**config.mk**
```make
export PLATFORM = sky130hd
export DESIGN_NAME = flv_tag_stream_parser
export DESIGN_NICKNAME = d
export VERILOG_FILES = /design/src/design/fts_pkg.sv /design/src/design/flv_tag_stream_parser.sv /design/src/design/fts_in_reg.sv /design/src/design/fts_parse_core.sv /design/src/design/fts_out_reg.sv
export SDC_FILE = /design/constraint.sdc
export NUM_CORES = 1
export LEC_CHECK = 0
export ABC_AREA = 1
export BUFFER_PORTS_ARGS = -buffer_cell sky130_fd_sc_hd__buf_2
export CAP_MARGIN = 20
export CORE_ASPECT_RATIO = 1.2
export CORE_MARGIN = 2
export CORE_UTILIZATION = 35
export DETAILED_ROUTE_END_ITERATION = 6
export PLACE_DENSITY = 0.58
export SLEW_MARGIN = 0
export SYNTH_ARGS = -nofsm -noshare
export SYNTH_HDL_FRONTEND = slang
export SYNTH_SLANG_ARGS = --single-unit
```
**constraint.sdc**
```tcl
create_clock -name clk -period 3.6 [get_ports clk]
set_input_delay 0.18 -clock clk [delete_from_list [all_inputs] [get_ports clk]]
set_output_delay 0.18 -clock clk [all_outputs]
set_load 0.01 [all_outputs]
```
**src/design/fts_pkg.sv**
```systemverilog
package fts_pkg;

  // Signature bytes
  localparam logic [7:0] SIG_F = 8'h46;
  localparam logic [7:0] SIG_L = 8'h4C;
  localparam logic [7:0] SIG_V = 8'h56;

  // Known tag types
  localparam logic [7:0] TYPE_AUDIO  = 8'h08;
  localparam logic [7:0] TYPE_VIDEO  = 8'h09;
  localparam logic [7:0] TYPE_SCRIPT = 8'h12;

  localparam int SKIP_W       = 25;
  localparam int HDR_LEN      = 13;
  localparam int SIG_LEN      = 3;
  localparam int TAG_HDR_TAIL = 8;

  // Bytes between the 'V' and the first tag, and skip load after the extension byte
  localparam logic [SKIP_W-1:0] HDR_SKIP  = SKIP_W'(HDR_LEN - SIG_LEN);
  localparam logic [SKIP_W-1:0] TAIL_SKIP = SKIP_W'(TAG_HDR_TAIL - 1);

  localparam logic [1:0] SIG_NONE = 2'd0;
  localparam logic [1:0] SIG_GOTF = 2'd1;
  localparam logic [1:0] SIG_GOTL = 2'd2;

  localparam logic [1:0] FIELD_LAST = 2'd2;

  typedef enum logic [6:0] {
    PH_SEARCH   = 7'b0000001,
    PH_HDRSKIP  = 7'b0000010,
    PH_TAGSTART = 7'b0000100,
    PH_SIZE     = 7'b0001000,
    PH_STAMP    = 7'b0010000,
    PH_EXT      = 7'b0100000,
    PH_SKIP     = 7'b1000000
  } phase_t;

  typedef struct packed {
    logic [7:0] data_byte;
    logic       resync;
  } item_t;

  typedef struct packed {
    logic        tag_start;
    logic        type_error;
    logic        header_done;
    logic [7:0]  tag_type;
    logic [23:0] payload_len;
    logic [31:0] timestamp;
    logic        in_sync;
  } result_t;

endpackage

```
**src/design/flv_tag_stream_parser.sv**
```systemverilog
// Byte-serial FLV tag delineator. One byte of the stream is accepted per clock while
// the output is not stalled, and one result transaction comes out per byte: the byte is
// held in the input register, then its result is registered in the result register; the
// rate of one byte per cycle is set by the parse-state update between the two registers.
// The block hunts for the 'FLV' signature, skips the rest of the 13-byte file preamble,
// then flags each tag's type byte (tag_start, with type_error for types other than
// audio, video or script data), gathers the 24-bit data size, the 24-bit timestamp and
// its extension byte (header_done), and skips 7 plus the data size to the next tag.
// Raising resync with a byte forces that byte to be taken as a tag start in any phase.
// Field outputs show the values after the byte, partial while their bytes arrive.
module flv_tag_stream_parser (
  input  logic        clk,
  input  logic        rst,
  input  logic        in_valid,
  output logic        in_ready,
  input  logic [7:0]  data_byte,
  input  logic        resync,
  output logic        out_valid,
  input  logic        out_ready,
  output logic        tag_start,
  output logic        type_error,
  output logic        header_done,
  output logic [7:0]  tag_type,
  output logic [23:0] payload_len,
  output logic [31:0] timestamp,
  output logic        in_sync
);

  fts_pkg::item_t   in_item;
  fts_pkg::item_t   item;
  fts_pkg::result_t core_result;
  fts_pkg::result_t result;
  logic             item_valid;
  logic             advance;

  assign in_item.data_byte = data_byte;
  assign in_item.resync    = resync;

  // move the held byte through the parser when the result slot frees up
  assign advance = item_valid && (!out_valid || out_ready);

  fts_in_reg u_in_reg (
    .clk        (clk),
    .rst        (rst),
    .in_valid   (in_valid),
    .in_ready   (in_ready),
    .in_item    (in_item),
    .advance    (advance),
    .item_valid (item_valid),
    .item       (item)
  );

  fts_parse_core u_core (
    .clk     (clk),
    .rst     (rst),
    .advance (advance),
    .item    (item),
    .result  (core_result)
  );

  fts_out_reg u_out_reg (
    .clk       (clk),
    .rst       (rst),
    .load      (advance),
    .result_in (core_result),
    .out_valid (out_valid),
    .out_ready (out_ready),
    .result    (result)
  );

  assign tag_start   = result.tag_start;
  assign type_error  = result.type_error;
  assign header_done = result.header_done;
  assign tag_type    = result.tag_type;
  assign payload_len = result.payload_len;
  assign timestamp   = result.timestamp;
  assign in_sync     = result.in_sync;

`ifndef SYNTHESIS
  a_terr_on_start: assert property (@(posedge clk) disable iff (rst)
    (out_valid && type_error) |-> tag_start)
    else $error("type_error without tag_start");

  a_start_hdone_excl: assert property (@(posedge clk) disable iff (rst)
    (out_valid && header_done) |-> (!tag_start && in_sync))
    else $error("header_done with tag_start or out of sync");

  a_start_in_sync: assert property (@(posedge clk) disable iff (rst)
    (out_valid && tag_start) |-> in_sync)
    else $error("tag_start while not in sync");

  a_stall_only_on_backpressure: assert property (@(posedge clk) disable iff (rst)
    !in_ready |-> (out_valid && !out_ready))
    else $error("input stalled without output backpressure");
`endif

endmodule

```
**src/design/fts_in_reg.sv**
```systemverilog
module fts_in_reg (
  input  logic           clk,
  input  logic           rst,
  input  logic           in_valid,
  output logic           in_ready,
  input  fts_pkg::item_t in_item,
  input  logic           advance,
  output logic           item_valid,
  output fts_pkg::item_t item
);

  logic valid;

  assign in_ready   = !valid || advance;
  assign item_valid = valid;

  always_ff @(posedge clk) begin
    if (rst) begin
      valid <= 1'b0;
    end else if (in_ready) begin
      valid <= in_valid;
    end
  end

  always_ff @(posedge clk) begin
    if (in_valid && in_ready) begin
      item <= in_item;
    end
  end

endmodule

```
**src/design/fts_parse_core.sv**
```systemverilog
module fts_parse_core (
  input  logic             clk,
  input  logic             rst,
  input  logic             advance,
  input  fts_pkg::item_t   item,
  output fts_pkg::result_t result
);

  fts_pkg::phase_t                 phase, phase_next;
  logic [1:0]                      sig, sig_next;
  logic [fts_pkg::SKIP_W-1:0]      skip, skip_next;
  logic [1:0]                      field_cnt, field_cnt_next;
  logic [23:0]                     size_acc, size_acc_next;
  logic [31:0]                     stamp_acc, stamp_acc_next;
  logic [7:0]                      type_reg, type_reg_next;
  logic                            tag_begin;
  logic                            start, terr, hdone;
  logic [7:0]                      b;

  assign b         = item.data_byte;
  assign tag_begin = item.resync || (phase == fts_pkg::PH_TAGSTART);

  always_comb begin
    phase_next     = phase;
    sig_next       = sig;
    skip_next      = skip;
    field_cnt_next = field_cnt;
    size_acc_next  = size_acc;
    stamp_acc_next = stamp_acc;
    type_reg_next  = type_reg;
    start          = 1'b0;
    terr           = 1'b0;
    hdone          = 1'b0;

    if (tag_begin) begin
      start          = 1'b1;
      terr           = !(b inside {fts_pkg::TYPE_AUDIO, fts_pkg::TYPE_VIDEO,
                                   fts_pkg::TYPE_SCRIPT});
      type_reg_next  = b;
      size_acc_next  = '0;
      stamp_acc_next = '0;
      field_cnt_next = '0;
      phase_next     = fts_pkg::PH_SIZE;
    end else begin
      case (phase)
        fts_pkg::PH_HDRSKIP, fts_pkg::PH_SKIP: begin
          if (skip <= fts_pkg::SKIP_W'(1)) begin
            skip_next  = '0;
            phase_next = fts_pkg::PH_TAGSTART;
          end else begin
            skip_next = skip - fts_pkg::SKIP_W'(1);
          end
        end
        fts_pkg::PH_SIZE: begin
          size_acc_next = {size_acc[15:0], b};
          if (field_cnt >= fts_pkg::FIELD_LAST) begin
            field_cnt_next = '0;
            phase_next     = fts_pkg::PH_STAMP;
          end else begin
            field_cnt_next = field_cnt + 2'd1;
          end
        end
        fts_pkg::PH_STAMP: begin
          // extension slot is cleared while the low three bytes shift in
          stamp_acc_next = {8'h00, stamp_acc[15:0], b};
          if (field_cnt >= fts_pkg::FIELD_LAST) begin
            field_cnt_next = '0;
            phase_next     = fts_pkg::PH_EXT;
          end else begin
            field_cnt_next = field_cnt + 2'd1;
          end
        end
        fts_pkg::PH_EXT: begin
          stamp_acc_next = {b, stamp_acc[23:0]};
          hdone          = 1'b1;
          skip_next      = {1'b0, size_acc} + fts_pkg::TAIL_SKIP;
          phase_next     = fts_pkg::PH_SKIP;
        end
        default: begin
          // signature hunt; unused codes land here too
          phase_next = fts_pkg::PH_SEARCH;
          if (b == fts_pkg::SIG_V && sig == fts_pkg::SIG_GOTL) begin
            sig_next   = fts_pkg::SIG_NONE;
            skip_next  = fts_pkg::HDR_SKIP;
            phase_next = fts_pkg::PH_HDRSKIP;
          end else if (b == fts_pkg::SIG_L && sig == fts_pkg::SIG_GOTF) begin
            sig_next = fts_pkg::SIG_GOTL;
          end else if (b == fts_pkg::SIG_F) begin
            sig_next = fts_pkg::SIG_GOTF;
          end else begin
            sig_next = fts_pkg::SIG_NONE;
          end
        end
      endcase
    end
  end

  always_ff @(posedge clk) begin
    if (rst) begin
      phase     <= fts_pkg::PH_SEARCH;
      sig       <= fts_pkg::SIG_NONE;
      skip      <= '0;
      field_cnt <= '0;
      size_acc  <= '0;
      stamp_acc <= '0;
      type_reg  <= '0;
    end else if (advance) begin
      phase     <= phase_next;
      sig       <= sig_next;
      skip      <= skip_next;
      field_cnt <= field_cnt_next;
      size_acc  <= size_acc_next;
      stamp_acc <= stamp_acc_next;
      type_reg  <= type_reg_next;
    end
  end

  always_comb begin
    result.tag_start   = start;
    result.type_error  = terr;
    result.header_done = hdone;
    result.tag_type    = type_reg_next;
    result.payload_len = size_acc_next;
    result.timestamp   = stamp_acc_next;
    result.in_sync     = (phase_next != fts_pkg::PH_SEARCH);
  end

endmodule

```
**src/design/fts_out_reg.sv**
```systemverilog
module fts_out_reg (
  input  logic             clk,
  input  logic             rst,
  input  logic             load,
  input  fts_pkg::result_t result_in,
  output logic             out_valid,
  input  logic             out_ready,
  output fts_pkg::result_t result
);

  always_ff @(posedge clk) begin
    if (rst) begin
      out_valid <= 1'b0;
    end else if (load) begin
      out_valid <= 1'b1;
    end else if (out_ready) begin
      out_valid <= 1'b0;
    end
  end

  always_ff @(posedge clk) begin
    if (load) begin
      result <= result_in;
    end
  end

endmodule
```
# [Word level (Yosys, flattened, before mapping)]
# Cells that the tools add are included.
[classes] add_sub_neg=3 muxes=24 magnitude_cmp=2 n_reduce_logical=20 eq_ne=15 bitwise_logic=3
[ops] op="25-bit case mux with 3 select lines" count=1
[ops] op="32-bit case mux with 2 select lines" count=1
[ops] op="25-bit 2-to-1 mux" count=2
[ops] op="24-bit 2-to-1 mux" count=2
[ops] op="32-bit 2-to-1 mux" count=1
[ops] op="7-bit 2-to-1 mux" count=4
[ops] op="7-bit case mux with 4 select lines" count=1
[ops] op="24-bit by 3-bit adder with 25-bit output, second input constant" count=1
[ops] op="25-bit by 1-bit less-or-equal comparator with 1-bit output, second input constant" count=1
[ops] op="25-bit by 1-bit subtractor with 25-bit output, second input constant" count=1
[ops] op="8-bit by 7-bit == test with 1-bit output, second input constant" count=3
[ops] op="8-bit by 4-bit == test with 1-bit output, second input constant" count=2
[ops] op="2-bit 2-to-1 mux" count=6
[ops] op="8-bit by 5-bit == test with 1-bit output, second input constant" count=1
[ops] op="8-bit 2-to-1 mux" count=1
[ops] op="7-bit by 2-bit == test with 1-bit output, second input constant" count=1
[ops] op="7-bit by 3-bit == test with 1-bit output, second input constant" count=1
[ops] op="7-bit by 4-bit == test with 1-bit output, second input constant" count=1
[ops] op="7-bit by 5-bit == test with 1-bit output, second input constant" count=1
[ops] op="7-bit by 6-bit == test with 1-bit output, second input constant" count=1
[ops] op="7-bit == test, second input constant" count=1
[ops] op="7-bit by 1-bit inequality test with 1-bit output, second input constant" count=1
[ops] op="3-bit nonzero test" count=2
[ops] op="1-bit 2-to-1 mux" count=5
[ops] op="14 further kinds" count=25
[totals] inputBits=13 out_inout_bits=70 word_cells=85 regBits=179

# [Longest topological paths before layout]
[depth] word_depth=6 ltp_mapped=14 depth_no_buf=13

# [Cells and area by module]
# Synthesis repeated with hierarchy kept, for this count alone.
[unflattened] cells_unflattened=1149 hier_area_um2=8793.4
[by_module_without_submodules] module="fts_parse_core" cells_per_inst=1058 n_inst=1 area_each_um2=6377.4 seq_area_each_um2=2001.9
[by_module_without_submodules] module="fts_out_reg" cells_per_inst=73 n_inst=1 area_each_um2=2082.0 seq_area_each_um2=2062.0
[by_module_without_submodules] module="fts_in_reg" cells_per_inst=15 n_inst=1 area_each_um2=317.8 seq_area_each_um2=290.3
[by_module_without_submodules] module="flv_tag_stream_parser" cells_per_inst=3 n_inst=1 area_each_um2=16.3 seq_area_each_um2=0.0

# [Worst setup path before layout]
# OpenSTA, ideal clock, no wires.
[synth_timing] path_type="register to register" startpoint="reg u_out_reg.out_valid" endpoint="reg u_out_reg.result[0] (netlist name)" setup_time_ps=459 path_buffers=1 path_stages_with_launch=5 setup_slack_ps=443 synth_period_minus_slack_ps=3157 required_ps=3141 arrival_time_ps=2699 cell_sequence="dfxtp_1 > nand2_1 > nand2_1 > clkinv_1 > clkbuf_1"
[synth_via] elab_chain_len=3
[synth_lines] element="start, declared" line="fts_out_reg.sv:6" rtl="output logic out_valid,"
[synth_lines] element="start signal, assigned" line="fts_out_reg.sv:13" rtl="out_valid <= 1'b0;"
[synth_lines] element="start signal, assigned" line="fts_out_reg.sv:15" rtl="out_valid <= 1'b1;"
[synth_lines] element="start signal, assigned" line="fts_out_reg.sv:17" rtl="out_valid <= 1'b0;"
[synth_lines] element="1-bit logical NOT" line="flv_tag_stream_parser.sv:40" rtl="assign advance = item_valid && (!out_valid || out_ready);"
[synth_lines] element="1-bit logical OR" line="flv_tag_stream_parser.sv:40"
[synth_lines] element="1-bit logical AND" line="flv_tag_stream_parser.sv:40"
[synth_lines] element="named net advance" line="flv_tag_stream_parser.sv:34" rtl="logic advance;"
# The timed path passes the listed nets, and every way through them passes these cells.
# A chain may end at the register's enable or synchronous reset.

# [Worst setup path in the final report]
[layout_timing] startpoint="reg u_core.phase[4]" endpoint="reg u_core.skip[9] in the netlist's numbering"
[layout_via] elab_chain_len=4 elab_cells_between_ends=14 classes_between="eq/ne (6); mux (1); bitwise (2); reduce/logical (5)"
[layout_lines] element="start, declared" line="fts_parse_core.sv:9" rtl="fts_pkg::phase_t phase, phase_next;"
[layout_lines] element="start signal, assigned" line="fts_parse_core.sv:100" rtl="phase <= fts_pkg::PH_SEARCH;"
[layout_lines] element="start signal, assigned" line="fts_parse_core.sv:108" rtl="phase <= phase_next;"
[layout_lines] element="7-bit by 2-bit == test with 1-bit output, or another cell as far along" line="fts_parse_core.sv:45" rtl="case (phase)"
[layout_lines] element="2-bit OR reduction or 1-bit logical OR (tied branches)"
[layout_lines] element="3-bit nonzero test (no source line) or 1-bit inverter (tied branches)"
[layout_lines] element="4-bit AND reduction (no source line)"
[layout_lines] element="end signal, assigned" line="fts_parse_core.sv:110" rtl="skip <= skip_next;"
[layout_lines] element="end, declared" line="fts_parse_core.sv:11" rtl="logic [fts_pkg::SKIP_W-1:0] skip, skip_next;"
# Several ways; a longest one is shown, not always the timed one.

==> run summary <==
proportion of synthesized area in mux cells: 0%
CTS tree: done
H-tree Lvls: 4
Critical Path End Type: flip-flop
WL/cell: 15.2 um
DRT Wirelength: 23,600 um
first-pass iteration count of the detailed router: 5
setup_tns: 0 ps
Mean Syn Cell Area: 7.72 um2
asr flop ratio synth: 0%
Critical Path RT: 3940 ps
Rel. slew slack: 41.9%
Worst-Margin Slew: 871 ps
global-route usage over all layers: 18.1%
Design Area, Final: 10,200 um2
hold buffer count at cts: 9
Regs by FF count: u_out_reg.result (68), u_core.stamp_acc (32), u_core.skip (25)
I/O Buffers: 82
Via density: 4.98
xor and xnor fraction of the mapped netlist area: 1.87%
vias in the first global route: 7,315
CP startpoint kind: flip-flop
initial antenna violation count: 0
status: completed
Max FO, Critical Path: 39
DRC: 0
minimum clock period: 2460 ps
ANT nets after route: 0
top cells by area, synth: edfxtp_1, dfxtp_1, nor2_1
Sink Count: 179
Unique masters post-synth: 37
Num CTS Buffers: 17
unrepaired setup endpoints after global routing: false
Adder-Cell Fraction of Synth Area: 0.421%
worst skew pair latency: 440 ps
post-synth top area share: 26.0%
Area Overhead vs Synth: 14.7%
Die H: 179 um
FMAX: 0.406 GHz
clock buffer depth: 2
Post CTS Setup Buffer Count: 0
Finished Core Util: 41.1%
Placed Area: 9540 um2
Max IR drop VDD: 0.340 mV
first-pass GRT wire length: 38,000 um
commonest non-fill, non-tap cell in the layout: nor2_1
clock skew: 11.7 ps
fin nets: 1,235
CP arrival: 2800 ps
Vias: 7,759
area leader, netlist: edfxtp_1
max_cap viols: 0
ys flop type: dfxtp_1
total core area: 24,800 um2
synthesized net count: 1,170
total power per unit cell area: 451 nW/um2
commonest cells after routing, fill and taps aside: nor2_1, nand2_1, inv_1
Starting Density: 35.9%
Largest Register: u_out_reg.result
synth warn: 0
Root Buffer: clkbuf_16
area of the multi-input gates: 3830 um2
Congestion Overflow GR: 0
class of the most critical setup path: flip-flop to flip-flop
Inserted Diodes: 0
count of final max-slew check failures: 0
dpl hpwl: 16,100 um
post-cts resize count: 0
final RePlAce weighted congestion: 0.879
Synth Register Bits: 179
Worst Hold Class: primary input to flip-flop
DIE WIDTH: 150 um
Worst-path clk slew: 70 ps
number of flops mapped to enable cells by yosys: 77
max FFs per register: 68
initial drt markers: 629
setup violators final: 0
mapped cell area: 8910 um2
Row Count: 63
final hold vios: 0
num ports: 83
layout cells sized above 1: 14.3%
largest family of logic cells by synthesized area: simple AND/OR/NAND/NOR gates
complex-gate fraction of the synthesized area: 12.9%
sequential cell area: 4350 um2
largest net degree at the start of global routing: 85
post-synthesis sequential area ratio: 48.9%
fill count: 2,535
full die area: 26,800 um2
P_leak: 4.35 nW
cells after synthesis: 1,154
final worst-path cycle share: 68.4%
Simple-Gate Fraction of Synth Area: 27.7%
-- worst max-delay path, cell delays in order, from the launching register on --
cell	delay (ps)
dfxtp_1	380
inv_2	70
nand3_2	120
inv_2	50
nand2_2	380
nand2_2	140
nor2_2	130
nand2_2	100
nor2_4	680
nand2_1	120
nor2_1	140
nor2_1	40
-- stage by stage --
| step | hold slack, ps | worst slack [ps] | instances | power (mW) |
|---|---|---|---|---|
| floorplan | 279 | 443 | 1154 | 2.64 |
| global placement | 358 | 1190 | 1516 | 2.78 |
| detailed placement | 358 | 1110 | 1516 | 2.78 |
| CTS | 18.6 | 1100 | 1557 | 4.66 |
| global route | 37.1 | 876 | 1557 | 4.78 |
| finish | 32.8 | 1140 | 1557 | 4.61 |
-- cell type report --
cell class | count | share of cell area (%)
flip-flops and latches | 179 | 42.6
multi-input cells | 796 | 37.5
repair buffers | 99 | 5.49
inverters | 126 | 4.65
clock buffers | 17 | 4.16
well taps | 325 | 3.98
clock inverters | 15 | 1.59
-- power by group --
| part | switching [mW] | total (mW) | leakage [nW] | internal, mW |
|---|---|---|---|---|
| Combinational | 0.294 | 0.436 | 2.50 | 0.142 |
| Sequential | 0.0781 | 2.31 | 1.57 | 2.23 |
| Clock | 0.881 | 1.87 | 0.282 | 0.985 |
-- path summary, 6_finish.rpt --
path	depth (start not counted)	slack [ps]	startpoint	end
setup / recovery	11	1140	u_core.phase[4]	u_core.skip[9]
hold / removal	3	30	in_valid	u_in_reg.item_valid
setup reg to reg	11	1140	u_core.phase[4]	u_core.skip[9]
hold reg to reg	2	480	u_core.sig[1]	u_core.sig[1]
-- synthesized netlist by cell type, types with 15 or more instances --
| master | number |
|---|---|
| nand2_1 | 191 |
| o21ai_0 | 91 |
| nand4_1 | 15 |
| nor2_1 | 242 |
| nand3_1 | 56 |
| nor3_1 | 15 |
| a21oi_1 | 78 |
| nor3_2 | 16 |
| inv_1 | 112 |
| clkbuf_1 | 27 |
| buf_2 | 19 |
| dfxtp_1 | 102 |
| xor2_1 | 16 |
| a211oi_1 | 15 |
| edfxtp_1 | 77 |
-- logic make-up (layout without fill, tap and decap cells) --
| kind of cell | after synthesis | count (layout) |
|---|---|---|
| fa+ha+maj | 3 | 3 |
| flops | 179 | 179 |
| buf+inv | 179 | 257 |
| simple gates | 562 | 562 |
| xor+xnor | 19 | 19 |
| compound gates | 212 | 212 |
-- layer usage --
layer / share of wire (%) / vias to the layer above / GRT usage [%]
met5: 0 / - / 0
met1: 44 / 3610 / 22.8
met4: 2.9 / 0 / 7.78
met3: 3.9 / 42 / 3.03
li1: - / 3908 / -
met2: 49 / 199 / 30.7
Power figures use the tool's default switching activity.
